$ cat src/rtl/core/erct_pkg.sv
// Edit range conflict table: shared constants, types and overlap functions.
// No dependencies; compile first.
package erct_pkg;

  localparam int unsigned TABLE_DEPTH = 64;
  localparam int unsigned POS_WIDTH   = 24;
  localparam int unsigned ADDR_W      = $clog2(TABLE_DEPTH);
  localparam int unsigned CNT_W       = $clog2(TABLE_DEPTH + 1);
  localparam int unsigned COUNT_W     = 7;
  localparam int unsigned KIND_W      = 3;

  typedef logic [KIND_W-1:0]    kind_t;
  typedef logic [POS_WIDTH-1:0] pos_t;
  typedef logic [POS_WIDTH:0]   sum_t;
  typedef logic [CNT_W-1:0]     cnt_t;
  typedef logic [ADDR_W-1:0]    addr_t;

  localparam kind_t KIND_REPLACE = 3'd0;
  localparam kind_t KIND_MOVE    = 3'd1;
  localparam kind_t KIND_INSERT  = 3'd2;
  localparam kind_t KIND_REMOVE  = 3'd3;
  localparam kind_t KIND_FLIP    = 3'd4;
  localparam kind_t KIND_COPY    = 3'd5;
  localparam kind_t KIND_CLEAR   = 3'd6;

  typedef struct packed {
    kind_t kind;
    pos_t  p1;
    pos_t  l1;
    pos_t  p2;
    pos_t  l2;
  } entry_t;

  localparam int unsigned ENTRY_W = $bits(entry_t);

  // Controller to datapath commands.
  typedef struct packed {
    logic  latch;
    logic  rd_en;
    addr_t rd_addr;
    logic  eval;
    logic  finish;
  } cmd_t;

  // Datapath to controller status.
  typedef struct packed {
    cnt_t count;
    logic scan_op;
  } sts_t;

  // Range (a, la) against range or point (b, lb); sums carry one extra bit.
  function automatic logic ranges_meet(pos_t a, pos_t la, pos_t b, pos_t lb);
    sum_t ae;
    sum_t be;
    sum_t ax;
    sum_t bx;
    ae = {1'b0, a} + {1'b0, la};
    be = {1'b0, b} + {1'b0, lb};
    ax = {1'b0, a};
    bx = {1'b0, b};
    if (lb != '0) begin
      return (ax < be && ae >= be) || (a <= b && ae > bx) || (b < a && be > ae);
    end
    return (b > a) && (bx < ae);
  endfunction

  function automatic logic point_inside(pos_t p, pos_t a, pos_t la);
    sum_t ae;
    ae = {1'b0, a} + {1'b0, la};
    return (p > a) && ({1'b0, p} < ae);
  endfunction

  // Query range against one stored entry.
  function automatic logic entry_hit(pos_t a, pos_t la, entry_t e);
    logic hit;
    hit = 1'b0;
    unique case (e.kind)
      KIND_REPLACE, KIND_REMOVE: hit = ranges_meet(a, la, e.p1, e.l1);
      KIND_MOVE, KIND_COPY:      hit = ranges_meet(a, la, e.p1, e.l1)
                                       || point_inside(e.p2, a, la);
      KIND_INSERT:               hit = point_inside(e.p1, a, la);
      KIND_FLIP:                 hit = ranges_meet(a, la, e.p1, e.l1)
                                       || ranges_meet(a, la, e.p2, e.l2);
      default:                   hit = 1'b0;
    endcase
    return hit;
  endfunction

endpackage

$ cat src/rtl/core/erct_ctrl.sv
// Edit range conflict table: sequencer for accept, table scan and finish.
// Depends on erct_pkg.
module erct_ctrl (
  input  logic           clk_i,
  input  logic           rst_ni,
  input  logic           req_valid_i,
  output logic           req_ready_o,
  output logic           rsp_valid_o,
  input  logic           rsp_ready_i,
  input  erct_pkg::sts_t sts_i,
  output erct_pkg::cmd_t cmd_o
);
  import erct_pkg::*;

  typedef enum logic [1:0] {
    S_IDLE,
    S_SCAN,
    S_FIN
  } state_e;

  state_e state_q;
  cnt_t   idx_q;
  logic   rd_pend_q;
  logic   out_valid_q;

  always_comb begin
    cmd_o         = '0;
    cmd_o.rd_addr = idx_q[ADDR_W-1:0];
    cmd_o.eval    = rd_pend_q;
    unique case (state_q)
      S_IDLE: cmd_o.latch  = req_valid_i;
      S_SCAN: cmd_o.rd_en  = sts_i.scan_op && (idx_q < sts_i.count);
      S_FIN:  cmd_o.finish = !out_valid_q || rsp_ready_i;
      default: cmd_o = '0;
    endcase
  end

  assign req_ready_o = (state_q == S_IDLE);
  assign rsp_valid_o = out_valid_q;

  always_ff @(posedge clk_i or negedge rst_ni) begin
    if (!rst_ni) begin
      state_q     <= S_IDLE;
      idx_q       <= '0;
      rd_pend_q   <= 1'b0;
      out_valid_q <= 1'b0;
    end else begin
      rd_pend_q <= cmd_o.rd_en;
      if (cmd_o.finish) begin
        out_valid_q <= 1'b1;
      end else if (rsp_ready_i) begin
        out_valid_q <= 1'b0;
      end
      unique case (state_q)
        S_IDLE: begin
          if (req_valid_i) begin
            idx_q   <= '0;
            state_q <= S_SCAN;
          end
        end
        S_SCAN: begin
          if (cmd_o.rd_en) begin
            idx_q <= idx_q + 1'b1;
          end else if (!rd_pend_q) begin
            state_q <= S_FIN;
          end
        end
        S_FIN: begin
          if (cmd_o.finish) begin
            state_q <= S_IDLE;
          end
        end
        default: state_q <= S_IDLE;
      endcase
    end
  end

  // Scan index never runs past the stored entries.
  a_idx_bound: assert property (@(posedge clk_i) disable iff (!rst_ni)
    (state_q == S_SCAN) |-> (idx_q <= sts_i.count))
    else $error("scan index beyond stored count");

  // Every issued read is followed by an evaluation of its data.
  a_eval_after_read: assert property (@(posedge clk_i) disable iff (!rst_ni)
    cmd_o.rd_en |=> cmd_o.eval)
    else $error("read data not evaluated");

  // Finish only when the output slot can take the result.
  a_finish_slot: assert property (@(posedge clk_i) disable iff (!rst_ni)
    cmd_o.finish |-> (!out_valid_q || rsp_ready_i))
    else $error("result overwritten while stalled");

endmodule

$ cat config.mk
export PLATFORM = sky130hd
export DESIGN_NAME = erct_ctrl
export DESIGN_NICKNAME = d
export VERILOG_FILES = /design/src/rtl/core/erct_pkg.sv /design/src/rtl/core/erct_ctrl.sv
export SDC_FILE = /design/constraint.sdc
export NUM_CORES = 1
export LEC_CHECK = 0
export BUFFER_PORTS_ARGS = -buffer_cell sky130_fd_sc_hd__clkbuf_2
export CAP_MARGIN = 20
export CORE_MARGIN = 10
export CORE_UTILIZATION = 52
export CTS_BUF_LIST = sky130_fd_sc_hd__clkbuf_8
export CTS_CLUSTER_DIAMETER = 80
export CTS_CLUSTER_SIZE = 14
export DETAILED_ROUTE_END_ITERATION = 12
export PLACE_DENSITY = 0.8
export RECOVER_POWER = 25
export SYNTH_ARGS = -nofsm -noshare
export SYNTH_HDL_FRONTEND = slang
export SYNTH_SLANG_ARGS = --single-unit
$ cat constraint.sdc
create_clock -name clk_i -period 2.6 [get_ports clk_i]
set_input_delay 0.52 -clock clk_i [delete_from_list [all_inputs] [get_ports clk_i]]
set_output_delay 0.52 -clock clk_i [all_outputs]
set_load 0.1 [all_outputs]
==> results of run 1 <==
==> final timing paths <==
check | start | slack, ps | to | depth (start not counted)
max | idx_q[2] | 270 | cmd_o[8] | 6
min | rst_ni | 260 | idx_q[3] | 1
max reg2reg | idx_q[2] | 500 | idx_q[5] | 7
min reg2reg | rd_pend_q | 500 | state_q[1] | 1
max in group asynchronous | rst_ni | 1930 | rd_pend_q | 1
min in group clk_i | rd_pend_q | 500 | state_q[1] | 1
==> cells in the mapped netlist, types with 2 or more instances <==
master and instances:
nor2_1 2, nand2b_1 2, nor3_1 2, and2_1 7
and3_1 2, dfrtp_1 11, a21o_1 3, mux2i_1 2
inv_1 8, a31oi_1 2, o21ai_0 3, nand2_1 7
buf_6 2, ha_1 7, nand3_1 8
==> per-layer routing <==
layer	wire [microns]	vias up	GRT usage (%)	share of wire (%)
met2	932	17	19.8	50
met5	0	-	0	0
met3	100	3	4.94	5.4
met1	790	319	11.4	43
li1	-	360	-	-
met4	31	0	5.90	1.7
==> state kept, by name, indices dropped and copies added, names as in the netlist <==
register     count
idx_q            7
rd_pend_q        1
state_q          2
rsp_valid_o      1
==> placed cells by master, fill, tap and decap left out, types with 2 or more instances in the layout <==
cell,Yosys,layout
clkbuf_2,0,21
nand2b_1,2,2
and2_1,7,7
a21o_1,3,3
and3_1,2,2
nor3_1,2,2
mux2i_1,2,2
o21ai_0,3,3
nand3_1,8,8
dfrtp_1,11,11
nor2_1,2,2
nand2_1,7,7
buf_4,0,2
a31oi_1,2,2
ha_1,7,7
clkbuf_8,0,3
inv_1,8,9
==> cell families (layout without fill, tap and decap cells) <==
logic type | count (synthesis) | in the layout | share of synthesized area (%)
AO/OA/AOI/OAI | 15 | 15 | 16.4
adder cells (fa/ha/maj) | 7 | 7 | 10.9
buffers and inverters | 11 | 38 | 7.03
flip-flops | 11 | 11 | 34.4
multiplexers | 2 | 2 | 2.50
AND/OR/NAND/NOR | 40 | 40 | 28.8
==> per-stage QoR <==
| step | setup WS [ps] | cell area (sq um) | util (%) | hold slack (ps) | std cells |
|---|---|---|---|---|---|
| final | 268 | 990 | 66.5 | 265 | 129 |
| after global routing | 166 | 990 | 66.5 | 291 | 129 |
| after floorplan | 42.9 | 803 | - | 224 | 86 |
| after CTS | 259 | 991 | 66.6 | 153 | 129 |
| after detailed placement | 283 | 946 | 63.5 | 415 | 125 |
| after global placement | 336 | 946 | 63.5 | 406 | 125 |
==> final cells by class <==
class,instances,share of cell area (%)
Clock buffer,3,4.17
Sequential cell,11,27.8
Clock inverter,1,0.379
Timing Repair Buffer,25,14.5
Multi-Input combinational cell,64,47.7
Tap cell,16,2.02
Inverter,9,3.41
==> impl_summary.log, run 1 <==
INFO  metric hold_path.class = primary input to asynchronous set/reset pin
INFO  metric vias_per_instance = 5.42
INFO  metric cts_resized = 0
INFO  metric dpl.hpwl = 1500 microns
INFO  metric actual_transition_at_the_worst_max_transition_pin = 626 ps
INFO  metric startpoint_type = flop
INFO  metric number_of_setup_violations_in_the_final_report = 0
INFO  metric postRouteAntennaNets = 0
INFO  metric area_of_the_die = 3510 sq um
INFO  metric grt_setup_unrepaired = false
INFO  metric maxCapViolations = 0
INFO  metric floorplan.die.width = about 59 microns
INFO  metric multi_input_gate_area = 472 sq um
INFO  metric syn_area = 801 sq um
INFO  metric starting_density_of_the_core = 53.8%
INFO  metric synth_top_area_cell = dfrtp_1
INFO  metric routed-via-count = 699
INFO  metric drive_above_1_share = 30.1%
INFO  metric pin_count_of_the_biggest_net_entering_global_routing = 12
INFO  metric cp.arrival = around 1800 ps
INFO  metric share_of_synthesized_registers_carrying_an_async_set_or_reset = 100%
INFO  metric crit_path_cell_trace = ha_1 > a21o_1 > a31oi_1 > o211ai_2 > clkinv_1 > buf_12
INFO  metric clockRootBuffer = clkbuf_8
INFO  metric drtIter0Drc = 6
INFO  metric yosys.cell_types.count = 33
INFO  metric n_antenna_cell = 0
INFO  metric global_route.overflow_total = 0
INFO  metric cpMaxStageDelayCell = dfrtp_1
INFO  metric clockBufferDepth = 2
INFO  metric finalMaxSlewViolations = 0
INFO  metric post_synth.cell_area_avg = 9.31 sq um
INFO  metric register_area = 275 sq um
INFO  metric grt_pass1_vias = 711
INFO  metric cts.hold.buffers_added = 0
INFO  metric numCtsBuffers = 3
INFO  metric path_class = flop to primary output
INFO  metric remaining_drc_errors = 0
INFO  metric synth_top_area_share = 34.4%
INFO  metric skew = 7.25 ps
INFO  metric place.port_buffers = 23
INFO  metric cts.sink_count = 11
INFO  metric critical_path_buf_inv_count = 2
INFO  metric cp_slowest_stage_delay = around 430 ps
INFO  metric cp_max_fo = 6
INFO  metric grt_first_pass_wirelength = slightly above 3000 microns
INFO  metric fillerInstances = around 120
INFO  metric period_share = roughly 90%
INFO  metric synth-seq-cells = 11
INFO  metric number_of_antenna_violations_at_the_first_check_in_global_routing = 0
INFO  metric cts_tree = yes
INFO  metric timing.critical_path.to_type = primary output
INFO  metric totalWireLength = 1850 microns
INFO  metric syn_nets = 105
INFO  metric cts_max_level = 1
INFO  metric drt_first_pass_iters = 4
INFO  metric worst_relative_slew_slack = 58.3%
INFO  metric synth_enable_flop_cells = 0
INFO  metric yosysSeqAreaShare = 34.4%
INFO  metric area_growth_from_synthesis_to_layout = 23.6%
INFO  metric grt_util_overall = 11.5%
INFO  metric post_cts.repair.setup_buffers = 0
INFO  metric fin_tns_setup = 0 ps
INFO  metric avgRoutedWirePerCell = 14.4 microns
INFO  metric yosys_warnings = 0
INFO  metric io-pin-count = 24
INFO  metric post_synth_inst_count = 86
INFO  metric status = complete, no violations
INFO  metric maxClockFrequency = 0.429 GHz
INFO  metric synthTopCellsByArea = dfrtp_1, ha_1, and2_1, nand3_1, inv_1
INFO  metric clk_transition_reported_paths = 50 ps
INFO  metric routabilityCongestion = 0.857
INFO  metric placementRows = 14
INFO  metric final_period_minus_worst_setup_slack = roughly 2300 ps
INFO  metric layout.nets = 133
INFO  metric clkLatencyLatePin = 240 ps
INFO  metric final-hold-violation-count = 0
INFO  metric cp_top_family = compound AO/OA/AOI/OAI gates
INFO  metric ys_dominant_reg_cell = dfrtp_1
INFO  metric core_area = 1490 sq um
INFO  metric die_h = between 50 and 60 microns
INFO  metric required = 2080 ps
Power of run 1 is not shown: default switching activity piles up to over one toggle a cycle in this logic, so the estimate is an artifact.
==> run 2, diff against run 1 <==
Settings changed: CORE_UTILIZATION 52 to 49, CTS_BUF_LIST sky130_fd_sc_hd__clkbuf_8 to sky130_fd_sc_hd__clkbuf_16, PLACE_DENSITY 0.8 to 0.77.
==> impl_summary.log, run 2 (synthesis results as in run 1) <==
INFO  metric most-common-layout-cells = clkbuf_2, dfrtp_1, inv_1, nand3_1
INFO  metric cts.hold.buffers_added = 0 (unchanged)
INFO  metric final_period_minus_worst_setup_slack = 2350 ps (+21.3 ps)
INFO  metric clockBufferDepth = 2 (unchanged)
INFO  metric hold_path.class = primary input to asynchronous set/reset pin
INFO  metric finalMaxSlewViolations = 0 (unchanged)
INFO  metric gr-usage-met3 = 5.43% (+0.49 points)
INFO  metric period_share = 90.5% (+0.82 points)
INFO  metric skew = 4.52 ps (-2.73 ps)
INFO  metric post_cts.repair.setup_buffers = 0 (unchanged)
INFO  metric cp_max_fo = 6 (unchanged)
INFO  metric layout.cells.most_common = clkbuf_2
INFO  metric largest_registers = idx_q: 7 flops, state_q: 2 flops
INFO  metric path_class = flop to primary output
INFO  metric numCtsBuffers = 3 (unchanged)
INFO  metric pin_count_of_the_biggest_net_entering_global_routing = 12 (unchanged)
INFO  metric grt-busiest-layer = met2
INFO  metric area_of_the_die = 3650 sq um (+4.0%)
INFO  metric grtUsageMet1 = 13.7% (+2.2 points)
INFO  metric largest-register = idx_q
INFO  metric startpoint_type = flop
INFO  metric layout.nets = 133 (unchanged)
INFO  metric status = complete, no violations
INFO  metric grt_setup_unrepaired = false
INFO  metric fin_tns_setup = 0 ps (unchanged)
INFO  metric r2r_cells = 7 (unchanged)
INFO  metric totalWireLength = 2030 microns (+9.3%)
INFO  metric io-pin-count = 24 (unchanged)
INFO  metric routabilityCongestion = 0.808 (-5.7%)
INFO  metric placementRows = 14 (unchanged)
INFO  metric routed-via-count = 742 (+6.2%)
INFO  metric area_growth_from_synthesis_to_layout = 27.8%
INFO  metric maxCapViolations = 0 (unchanged)
INFO  metric postRouteAntennaNets = 0 (unchanged)
INFO  metric clockRootBuffer = clkbuf_16
INFO  metric drt_first_pass_iters = 4 (unchanged)
INFO  metric critical_path.reg2reg.startpoint = idx_q[2]
INFO  metric global_route.overflow_total = 0 (unchanged)
INFO  metric floorplan.die.width = 60.4 microns (+2.0%)
INFO  metric maxClockFrequency = 0.425 GHz (-0.91%)
INFO  metric avgRoutedWirePerCell = 15.7 microns (+9.3%)
INFO  metric grt_util_overall = 12.3% (+0.74 points)
INFO  metric drtIter0Drc = 20 (+14)
INFO  metric actual_transition_at_the_worst_max_transition_pin = 634 ps (+7.61 ps)
INFO  metric grt_first_pass_wirelength = 3470 microns (+12%)
INFO  metric n_antenna_cell = 0 (unchanged)
INFO  metric dpl.hpwl = 1540 microns (+2.7%)
INFO  metric cp.arrival = 1830 ps (+20 ps)
INFO  metric core_area = 1520 sq um (+2.4%)
INFO  metric finalNonFillerCells = 129 (unchanged)
INFO  metric cts_resized = 0 (unchanged)
INFO  metric die_h = 60.4 microns (+2.0%)
INFO  metric number_of_setup_violations_in_the_final_report = 0 (unchanged)
INFO  metric cts_max_level = 1 (unchanged)
INFO  metric required = 2080 ps (about the same)
INFO  metric worst_relative_slew_slack = 57.8% (-0.51 points)
INFO  metric vias_per_instance = 5.75 (+6.2%)
INFO  metric cts_tree = yes
INFO  metric remaining_drc_errors = 0 (unchanged)
INFO  metric grtUsageMet2 = 19.6% (-0.20 points)
INFO  metric final-hold-violation-count = 0 (unchanged)
INFO  metric clkLatencyLatePin = 240 ps (about the same)
INFO  metric drive_above_1_share = 30.1% (unchanged)
INFO  metric largest_register_ffs = 7 (unchanged)
INFO  metric dp.cells = 125 (unchanged)
INFO  metric number_of_antenna_violations_at_the_first_check_in_global_routing = 0 (unchanged)
INFO  metric place.port_buffers = 23 (unchanged)
INFO  metric timing.critical_path.to_type = primary output
INFO  metric starting_density_of_the_core = 52.5% (-1.2 points)
INFO  metric clk_transition_reported_paths = 40 ps (about the same)
INFO  metric timing.rr.end = idx_q[5]
INFO  metric cts.sink_count = 11 (unchanged)
INFO  metric r2r_slack = 470 ps (-30 ps)
INFO  metric grt_pass1_vias = 808 (+14%)
## run 2: final cells by class
| cell class | count | area [sq um] |
|---|---|---|
| Multi-Input combinational cell | 64 | 472 |
| Sequential cell | 11 | 275 |
| Inverter | 9 | 33.8 |
| Tap cell | 16 | 20.0 |
| Clock inverter | 1 | 3.75 |
| Timing Repair Buffer | 25 | 144 |
| Fill cell | 129 | 500 |
| Clock buffer | 3 | 75.1 |
## run 2: worst max-delay path, cell delays in order, from the launching register on
cell and delay (ps):
dfrtp_1 430, ha_1 320, a21o_1 180, a31oi_1 230, o211ai_2 140, clkinv_1 120
buf_12 180
## run 2: how the worst max path moves through the flow
stage          startpoint         end  slack, ps  depth (start not counted)
5_1_grt          idx_q[2]    cmd_o[8]        170                          6
2_1_floorplan    sts_i[7]  state_q[1]         40                          6
3_3_place_gp     sts_i[3]    cmd_o[8]        330                          8
3_5_place_dp     sts_i[7]    idx_q[5]        280                          8
6_report         idx_q[2]    cmd_o[8]        250                          6
4_1_cts          idx_q[2]    cmd_o[8]        250                          6
## run 2: per-stage QoR
stage | utilization, % | hold WS, ps | worst slack [ps] | cell area, sq um
finish | 67.2 | 275 | 246 | 1020
CTS | 67.2 | 164 | 251 | 1020
global route | 67.2 | 299 | 174 | 1020
detailed placement | 62.1 | 414 | 282 | 946
floorplan | - | 224 | 42.9 | 803
global placement | 62.1 | 406 | 327 | 946
## run 2: layer usage
| metal | part of all wire, % | wire [microns] |
|---|---|---|
| met5 | 0 | 0 |
| met1 | 40 | 803 |
| met3 | 8.8 | 178 |
| met4 | 1.6 | 32 |
| met2 | 50 | 1010 |
Power of run 2 is left out for the same reason.
